`config.mk`:
```
export PLATFORM = sky130hd
export DESIGN_NAME = sab_divider
export DESIGN_NICKNAME = d
export VERILOG_FILES = /design/src/rtl/sab_pkg.sv /design/src/rtl/sab_divider.sv
export SDC_FILE = /design/constraint.sdc
export NUM_CORES = 1
export LEC_CHECK = 0
export ABC_CLOCK_PERIOD_IN_PS = 7520
export BUFFER_PORTS_ARGS = -buffer_cell sky130_fd_sc_hd__buf_2
export CAP_MARGIN = 25
export CORE_UTILIZATION = 40
export CTS_BUF_LIST = sky130_fd_sc_hd__clkbuf_16
export DETAILED_ROUTE_END_ITERATION = 6
export PLACE_DENSITY = 0.71
export SYNTH_ARGS = -nofsm -noshare
export SYNTH_HDL_FRONTEND = slang
export SYNTH_SLANG_ARGS = --single-unit
export TNS_END_PERCENT = 10
```
`constraint.sdc`:
```
create_clock -name i_clk -period 7.52 [get_ports i_clk]
set_input_delay 1.504 -clock i_clk [delete_from_list [all_inputs] [get_ports i_clk]]
set_output_delay 1.504 -clock i_clk [all_outputs]
set_load 0.005 [all_outputs]
```
`src/rtl/sab_pkg.sv`:
```
package sab_pkg;

    localparam int unsigned DEF_MAX_WIDTH  = 256;
    localparam int unsigned DEF_MAX_HEIGHT = 256;

    localparam int unsigned SUM_W   = 32;
    localparam int unsigned CNT_W   = 16;
    localparam int unsigned COL_W   = 16;
    localparam int unsigned CFG_W   = 9;
    localparam int unsigned LANES   = 3;

    localparam logic [1:0] OP_ACC   = 2'd0;
    localparam logic [1:0] OP_READ  = 2'd1;
    localparam logic [1:0] OP_CLEAR = 2'd2;
    localparam logic [1:0] OP_NONE  = 2'd3;

    localparam logic CFG_WIDTH  = 1'b0;
    localparam logic CFG_HEIGHT = 1'b1;

    // Start and done between the sequencer and one divider lane.
    typedef struct packed {
        logic start;
        logic done;
    } t_div_ctl;

endpackage

```
`src/rtl/sab_divider.sv`:
```
// Restoring divider, one quotient bit a cycle; quotient saturated to 16 bits.
module sab_divider (
    input  logic                        i_clk,
    input  logic                        i_rst_n,
    input  logic                        i_start,
    input  logic [sab_pkg::SUM_W-1:0]   i_sum,
    input  logic [sab_pkg::CNT_W-1:0]   i_cnt,
    output logic                        o_done,
    output logic [sab_pkg::COL_W-1:0]   o_avg
);

    localparam int unsigned CW = $clog2(sab_pkg::SUM_W + 1);

    logic [sab_pkg::SUM_W-1:0] r_quo, n_quo;
    logic [sab_pkg::CNT_W:0]   r_rem, n_rem;
    logic [sab_pkg::CNT_W-1:0] r_den;
    logic [CW-1:0]             r_cnt;
    logic                      r_busy, r_done;
    logic [sab_pkg::CNT_W:0]   trial;

    // One shift and subtract step.
    always_comb begin
        trial = {r_rem[sab_pkg::CNT_W-1:0], r_quo[sab_pkg::SUM_W-1]};
        n_quo = {r_quo[sab_pkg::SUM_W-2:0], 1'b0};
        n_rem = trial;
        if (trial >= {1'b0, r_den}) begin
            n_rem    = trial - {1'b0, r_den};
            n_quo[0] = 1'b1;
        end
    end

    always_ff @(posedge i_clk) begin
        if (!i_rst_n) begin
            r_busy <= 1'b0;
            r_done <= 1'b0;
        end else if (i_start) begin
            r_busy <= 1'b1;
            r_done <= 1'b0;
            r_quo  <= i_sum;
            r_rem  <= '0;
            r_den  <= i_cnt;
            r_cnt  <= CW'(sab_pkg::SUM_W);
        end else if (r_busy) begin
            r_quo  <= n_quo;
            r_rem  <= n_rem;
            r_cnt  <= r_cnt - 1'b1;
            r_done <= (r_cnt == CW'(1));
            if (r_cnt == CW'(1)) begin
                r_busy <= 1'b0;
            end
        end else begin
            r_done <= 1'b0;
        end
    end

    assign o_done = r_done;
    assign o_avg  = (|r_quo[sab_pkg::SUM_W-1:sab_pkg::COL_W]) ? '1
                                                              : r_quo[sab_pkg::COL_W-1:0];

endmodule
```
# [Word level (Yosys, flattened, before mapping)]
# Cells that the tools add are included.
# W data, S select, Z words.
[classes] muxes=10 eq_ne=1 add_sub_neg=2 n_reduce_logical=5 n_lt_le_gt_ge=1 bitwise_logic=2
[ops] op="$mux W32" n=2
[ops] op="$mux W16" n=3
[ops] op="$ge A17 B16 Y1" n=1
[ops] op="$reduce_or A16 Y1" n=1
[ops] op="$sub A16 B16 Y16" n=1
[ops] op="$eq A6 B1 Y1 const B" n=1
[ops] op="$mux W6" n=1
[ops] op="$sub A6 B1 Y6 const B" n=1
[ops] op="$mux W1" n=4
[ops] op="$reduce_and A2 Y1" n=2
[ops] op="$reduce_or A3 Y1" n=1
[ops] op="$not A1 Y1" n=2
[ops] op="$reduce_bool A2 Y1" n=1
[totals] input_bits=51 regBits=72

# [Longest topological paths before layout]
# Gate-level depths: netlist of run 1.
[depth] word_depth=4 depth_mapped=11

# [Worst setup path before layout of run 1]
# Ideal clock, no wire load.
[synth_path] path_kind="input to register" from="input port i_start" to="register r_cnt[0] (enable)" arrival_ns=3.146 cell_stages=2 slack_ns=3.958 path_cell_list="buf_1 o21a_1"
[synth_between] elab_chain_len=2
[synth_rtl] item="from (decl)" line_no="sab_divider.sv:5" text="input logic i_start,"
[synth_rtl] item="$reduce_bool A2 Y1 (no source line)"
[synth_rtl] item="$reduce_and A2 Y1 (no source line)"
[synth_rtl] item="to (signal assigned)" line_no="sab_divider.sv:42" text="r_cnt <= CW'(sab_pkg::SUM_W);"
[synth_rtl] item="to (signal assigned)" line_no="sab_divider.sv:46" text="r_cnt <= r_cnt - 1'b1;"
[synth_rtl] item="to (decl)" line_no="sab_divider.sv:17" text="logic [CW-1:0] r_cnt;"
# No other way between the ends.
# A chain may end at the register's enable or synchronous reset.

# [Worst setup path after layout of run 1]
[layout_path] from="register r_quo[27] (netlist name)" to="output port o_avg[15] (netlist name)"
[layout_between] elab_chain_len=2
[layout_rtl] item="from (decl)" line_no="sab_divider.sv:14" text="logic [sab_pkg::SUM_W-1:0] r_quo, n_quo;"
[layout_rtl] item="from (signal assigned)" line_no="sab_divider.sv:39" text="r_quo <= i_sum;"
[layout_rtl] item="from (signal assigned)" line_no="sab_divider.sv:44" text="r_quo <= n_quo;"
[layout_rtl] item="$reduce_or A16 Y1" line_no="sab_divider.sv:57" text="assign o_avg = (|r_quo[sab_pkg::SUM_W-1:sab_pkg::COL_W]) ? '1"
[layout_rtl] item="$mux W16" line_no="sab_divider.sv:57"
[layout_rtl] item="to (decl)" line_no="sab_divider.sv:9" text="output logic [sab_pkg::COL_W-1:0] o_avg"
# No other way between the ends.

==> flow_metrics.tcl, run 1 <==
set metrics [dict create \
    worstPathArrival_ps 2150 \
    final_core_util 0.5028 \
    grt_max_degree 59 \
    worst-r2r-cell-count 11 \
    peakVddDrop_mv 0.1061 \
    grt_pass1_vias 2657 \
    finalSetupViolCount 0 \
    cts.htree.levels 3 \
    ioPinCount 68 \
    powerDensity_nw_per_um2 241.4 \
    clock_latency_ps 330 \
    drtPass1Iterations 5 \
    power_uw 1132 \
    post-route-cell-area_um2 4690 \
    die_w_um 100.8 \
    nNetsFinal 458 \
    grt_pass1_wl_um 12740 \
    port_buffers 67 \
    worstReg2RegStart "r_quo[31]" \
    crit_end "o_avg[15]" \
    layoutNonFillerInstCount 522 \
    cts_num_sinks 72 \
    multiInputGateArea_um2 1622 \
    hold_violations 0 \
    place_area_um2 4380 \
    cts_root_buffer "clkbuf_16" \
    syn-num-nets 386 \
    holdCritPathClass "reg2reg" \
    gp_congestion 0.7673 \
    synth_ff_type "edfxtp_1" \
    synth_warnings 0 \
    synth-edff-count 70 \
    antenna_found_initial 0 \
    cp_data_required_time_ps 6020 \
    min_period_over_period 0.4855 \
    tns_ps 0 \
    ys_seq_area_frac 0.5485 \
    drive_above_1_share 0.3639 \
    slew_violations 0 \
    r2r_slack_ps 4690 \
    synth_area_per_cell_um2 12.36 \
    max_cap_viol_count 0 \
    startpoint_type "flop" \
    syn2layout_area_growth_pct 20.09 \
    rows 35 \
    mostFrequentLayoutCells "70 x edfxtp_1, 67 x buf_2, 31 x mux2_2, 27 x nor2_1, 26 x inv_1" \
    viasPerCell 5.011 \
    cts_buffers 9 \
    synth_cells 316 \
    place_hpwl_um 5239 \
    wl_per_cell_um 14.16 \
    p_leak_uw 0.001837 \
    finalCriticalPeriod_ps 3651 \
    via_count 2616 \
    cts_buffer_depth 2 \
    n_antenna_cell 0 \
    totalWireLength_um 7393 \
    yosys_register_bits 72 \
    dieArea_um2 10160 \
    n_fill_cell 822 \
    synth_top_area_frac 0.5383 \
    cts_resized 0 \
    yosys.area.top_type "edfxtp_1" \
    skew_ps 9.760 \
    drtIter0Drc 117 \
    post_cts_buffers 0 \
    max_freq_ghz 0.2739 \
    overflow 0 \
    regArea_um2 2142 \
    clkTransAtPathRegs_ps 70 \
    track_usage 0.1633 \
    dp.cells 506 \
    design.core.area_um2 9328 \
    holdBufCountCts 0 \
    drtAntennaViolNets 0 \
    final_common_cell "edfxtp_1" \
    status "finished, final reports clean" \
    drcViolationCount 0 \
    r2r-end "r_rem[14]" \
    dieHeight_um 100.8 \
    async_reset_ff_frac 0 \
    netlist_area_um2 3905 \
    worstSetupEndpointType "output port" \
    worstSetupStartpoint "r_quo[27]" \
    relSlewSlack 0.4677 \
    crit_type "reg2out" \
    path_max_fanout 16 \
    tightest_slew_ps 798.4 \
    rsz0062_at_grt "false" \
    start_util 0.4186 \
    cts_tree "built" \
    synth.distinct_cells 50 \
    synth_area_leaders "edfxtp_1 54%, mux2_2 8.9%, ha_1 5.8%" \
]
==> cell families (layout without fill, tap and decap cells) <==
kind of cell               Yosys count  in the layout  synth area share
adders and majority gates           19             19           0.06280
AOI/OAI and AO/OA                   49             49           0.09132
xor gates and xnor gates            14             14           0.03140
buffers and inverters               35            112           0.03653
and+or+nand+nor                     84             84            0.1093
muxes                               43             43            0.1202
DFF                                 72             72            0.5485
==> where the power goes <==
group          total, uW  switching (uW)  leakage, uW  internal [uW]
logic                198             108      0.00100           90.7
clock network        439             176     0.000149            263
registers            495            14.7     0.000685            480
total               1130             298      0.00184            834
==> state kept, by name, indices dropped and copies added, names as in the netlist <==
register  count
r_busy        1
r_cnt         6
r_den        16
o_done        1
r_rem        16
r_quo        32
==> metal layers <==
metal	part of all wire	wire length (um)	vias up	track usage
met5	0	0	-	0
li1	-	-	1299	-
met1	0.47	3467	1217	0.2149
met2	0.45	3312	85	0.2550
met4	0.017	122	0	0.05686
met3	0.066	490	15	0.05132
==> worst min path at each step <==
stage	from	end	slack, ps	cells past startpoint
detailed placement	r_busy	o_done	440	2
floorplan	r_busy	o_done	410	2
global route	r_busy	o_done	500	2
global placement	r_busy	o_done	430	2
CTS	r_busy	o_done	450	2
finish	r_busy	o_done	450	2
==> through the flow <==
stage / hold WS (ps) / setup slack (ps)
CTS: 449.6 / 3834
floorplan: 414.5 / 3958
finish: 449.5 / 3869
global route: 498.7 / 3665
detailed placement: 441.7 / 3996
global placement: 430.8 / 4021
==> cells in the mapped netlist (3+ instances only) <==
cell / count
a21oi_1: 15
a21oi_2: 3
buf_1: 3
clkbuf_1: 4
edfxtp_1: 70
ha_1: 18
inv_1: 26
mux2_2: 31
mux2i_1: 12
nand2_1: 12
nand2b_1: 3
nand3b_1: 3
nor2_1: 27
nor3_1: 6
nor4_1: 4
o21a_1: 3
o21ai_0: 6
o21bai_1: 4
or2_2: 16
xnor2_1: 9
xor2_1: 5
==> area by class of cell <==
| class | count | share of cell area |
|---|---|---|
| Sequential cell | 72 | 0.4568 |
| Multi-Input combinational cell | 209 | 0.3458 |
| Timing Repair Buffer | 70 | 0.07631 |
| Clock buffer | 9 | 0.04803 |
| Tap cell | 129 | 0.03442 |
| Inverter | 26 | 0.02081 |
| Clock inverter | 7 | 0.01788 |
==> critical path, cell delays in order, from the launching register on <==
cell and delay [ps]:
edfxtp_1 390, nor4_1 350, nand4_1 470, or2_2 460, buf_2 130
No activity file was read; power rests on OpenSTA's default activity.
==> run 2: changes to the inputs <==
Settings changed: ABC_CLOCK_PERIOD_IN_PS 7520 to 3690.
Clock period 7.52 ns to 3.69 ns, I/O delays scaled along.
==> run 2 against run 1 <==
  * Combinational power up 110%
  * Setup slack lost 3000 ps
  * Sequential power grew 100%
  * Power increased by 100%
  * Worst hold slack lost 5.2 ps
  * Sequential cell count stayed put
  * Clock skew is 2.4 ps lower
  * Critical path type unchanged
  * Critical endpoint is now o_avg[4]
==> flow_metrics.tcl, run 2 (synthesis results as in run 1) <==
set metrics [dict create \
    grt_pass1_wl_um 13080 \
    wl_met1_um 3499 \
    final_common_cell "edfxtp_1" \
    via_count 2651 \
    finalCriticalPeriod_ps 2816 \
    holdWs_ps 444.3 \
    cts_buffer_depth 2 \
    p_int_uw 1691 \
    cts_num_sinks 72 \
    holdBufCountCts 0 \
    tns_ps 0 \
    relSlewSlack 0.3775 \
    dr_wl_met2_um 3565 \
    peakVddDrop_mv 0.2646 \
    drtPass1Iterations 6 \
    p_leak_uw 0.001838 \
    cpLargestDelayFamily "simple AND/OR/NAND/NOR gates" \
    post_cts_buffers 0 \
    rows 35 \
    die_w_um 100.8 \
    port_buffers 67 \
    dieHeight_um 100.8 \
    p_switching_uw 600.3 \
    highest_layer "met4" \
    wl_per_cell_um 14.83 \
    cts_buffers 9 \
    start_util 0.4186 \
    crit_type "reg2out" \
    drcViolationCount 0 \
    n_antenna_cell 0 \
    worst-r2r-cell-count 11 \
    path_buf_inv 1 \
    design.core.area_um2 9328 \
    mostFrequentLayoutCells "70 x edfxtp_1, 67 x buf_2, 31 x mux2_2, 27 x nor2_1, 26 x inv_1" \
    power_uw 2292 \
    cp_data_required_time_ps 2950 \
    status "finished, final reports clean" \
    wl_met3_um 583 \
    dieArea_um2 10160 \
    hold_depth 2 \
    post-route-cell-area_um2 4697 \
    drtIter0Drc 112 \
    regMostFlops "r_quo" \
    largest_reg_flops 32 \
    worstPathArrival_ps 2080 \
    grt_max_degree 50 \
    place_area_um2 4400 \
    worstReg2RegStart "r_quo[31]" \
    max_freq_ghz 0.3552 \
    cts_resized 0 \
    cts_tree "built" \
    powerDensity_nw_per_um2 487.9 \
    cts.htree.levels 3 \
    syn2layout_area_growth_pct 20.28 \
    r2r-end "r_rem[14]" \
    clkPwrFrac 0.380 \
    drtAntennaViolNets 0 \
    hold_violations 0 \
    totalWireLength_um 7755 \
    hold_start "r_busy" \
    cp.depth 4 \
    skew_ps 7.351 \
    path_max_fanout 16 \
    min_period_over_period 0.7630 \
    min_to "o_done" \
    finalSetupViolCount 0 \
    antenna_found_initial 0 \
    pwr-share-seq 0.441 \
    cpMaxStageDelayCell "or2_2" \
    slew_violations 0 \
    startpoint_type "flop" \
    viasPerCell 5.069 \
    holdCritPathClass "reg2reg" \
    max_cap_viol_count 0 \
    r2r_slack_ps 920 \
    critical-path-max-stage-delay_ps 450 \
    cts_root_buffer "clkbuf_16" \
    worstSetupEndpointType "output port" \
    path_cells "nor4_1 -> nand4_1 -> or2_2 -> buf_2" \
    grt_pass1_vias 2764 \
    final_core_util 0.5036 \
    track_usage 0.1678 \
    clock_latency_ps 330 \
    nNetsFinal 459 \
    overflow 0 \
    clkTransAtPathRegs_ps 60 \
    rsz0062_at_grt "false" \
    tightest_slew_ps 933.8 \
    swShare 0.2620 \
    place_hpwl_um 5304 \
    combPwrFrac 0.180 \
    top_regs "r_quo: 32 flops, r_den: 16 flops, r_rem: 16 flops" \
    ioPinCount 68 \
    gp_congestion 0.7769 \
    drive_above_1_share 0.3604 \
]
==> run 2: changes by cell type in the layout (fill, tap and decap cells not counted), sizes merged <==
cell	change
clkinv	+3
inv	-3
buf	+1
==> run 2: layout make-up <==
type	count	area [um2]
multi-input combinational	209	1622
clock inverter	7	71.32
tap	129	161.4
clock buffer	9	225.2
inverter	26	97.59
timing repair buffer	71	377.9
sequential	72	2142
fill	824	4631
==> run 2: how the worst max path moves through the flow <==
stage,startpoint,endpoint
floorplan,i_start,r_cnt[0]
global placement,r_quo[31],r_rem[14]
detailed placement,r_quo[31],r_rem[14]
CTS,r_quo[27],o_avg[4]
global route,r_quo[31],r_rem[8]
finish,r_quo[22],o_avg[4]
==> run 2: metrics by stage <==
stage                     cells  setup slack, ps
after floorplan             316            893.8
after global placement      507             1049
after detailed placement    507            961.9
after CTS                   523            792.9
after global routing        523            596.6
final                       523            874.3
==> run 2: power by group through the flow <==
stage               combinational [uW]  sequential, uW  clock [uW]
floorplan                          317            1020           0
global placement                   398            1020           0
detailed placement                 409            1030           0
CTS                                413            1010         887
global route                       462            1020         924
finish                             412            1010         870
==> run 2: worst register-to-register path, delay by kind of cell (launching register included) <==
family                   cells  cell delay, ps
adder cells (fa/ha/maj)      2             580
flip-flops                   1             380
AO/OA/AOI/OAI                6            1310
AND/OR/NAND/NOR              1              70
buffers and inverters        2             150
==> run 2: per-layer routing <==
metal / track usage / up-vias
li1: - / 1296
met1: 0.2094 / 1259
met2: 0.2666 / 85
met3: 0.06519 / 11
met4: 0.05686 / 0
met5: 0 / -
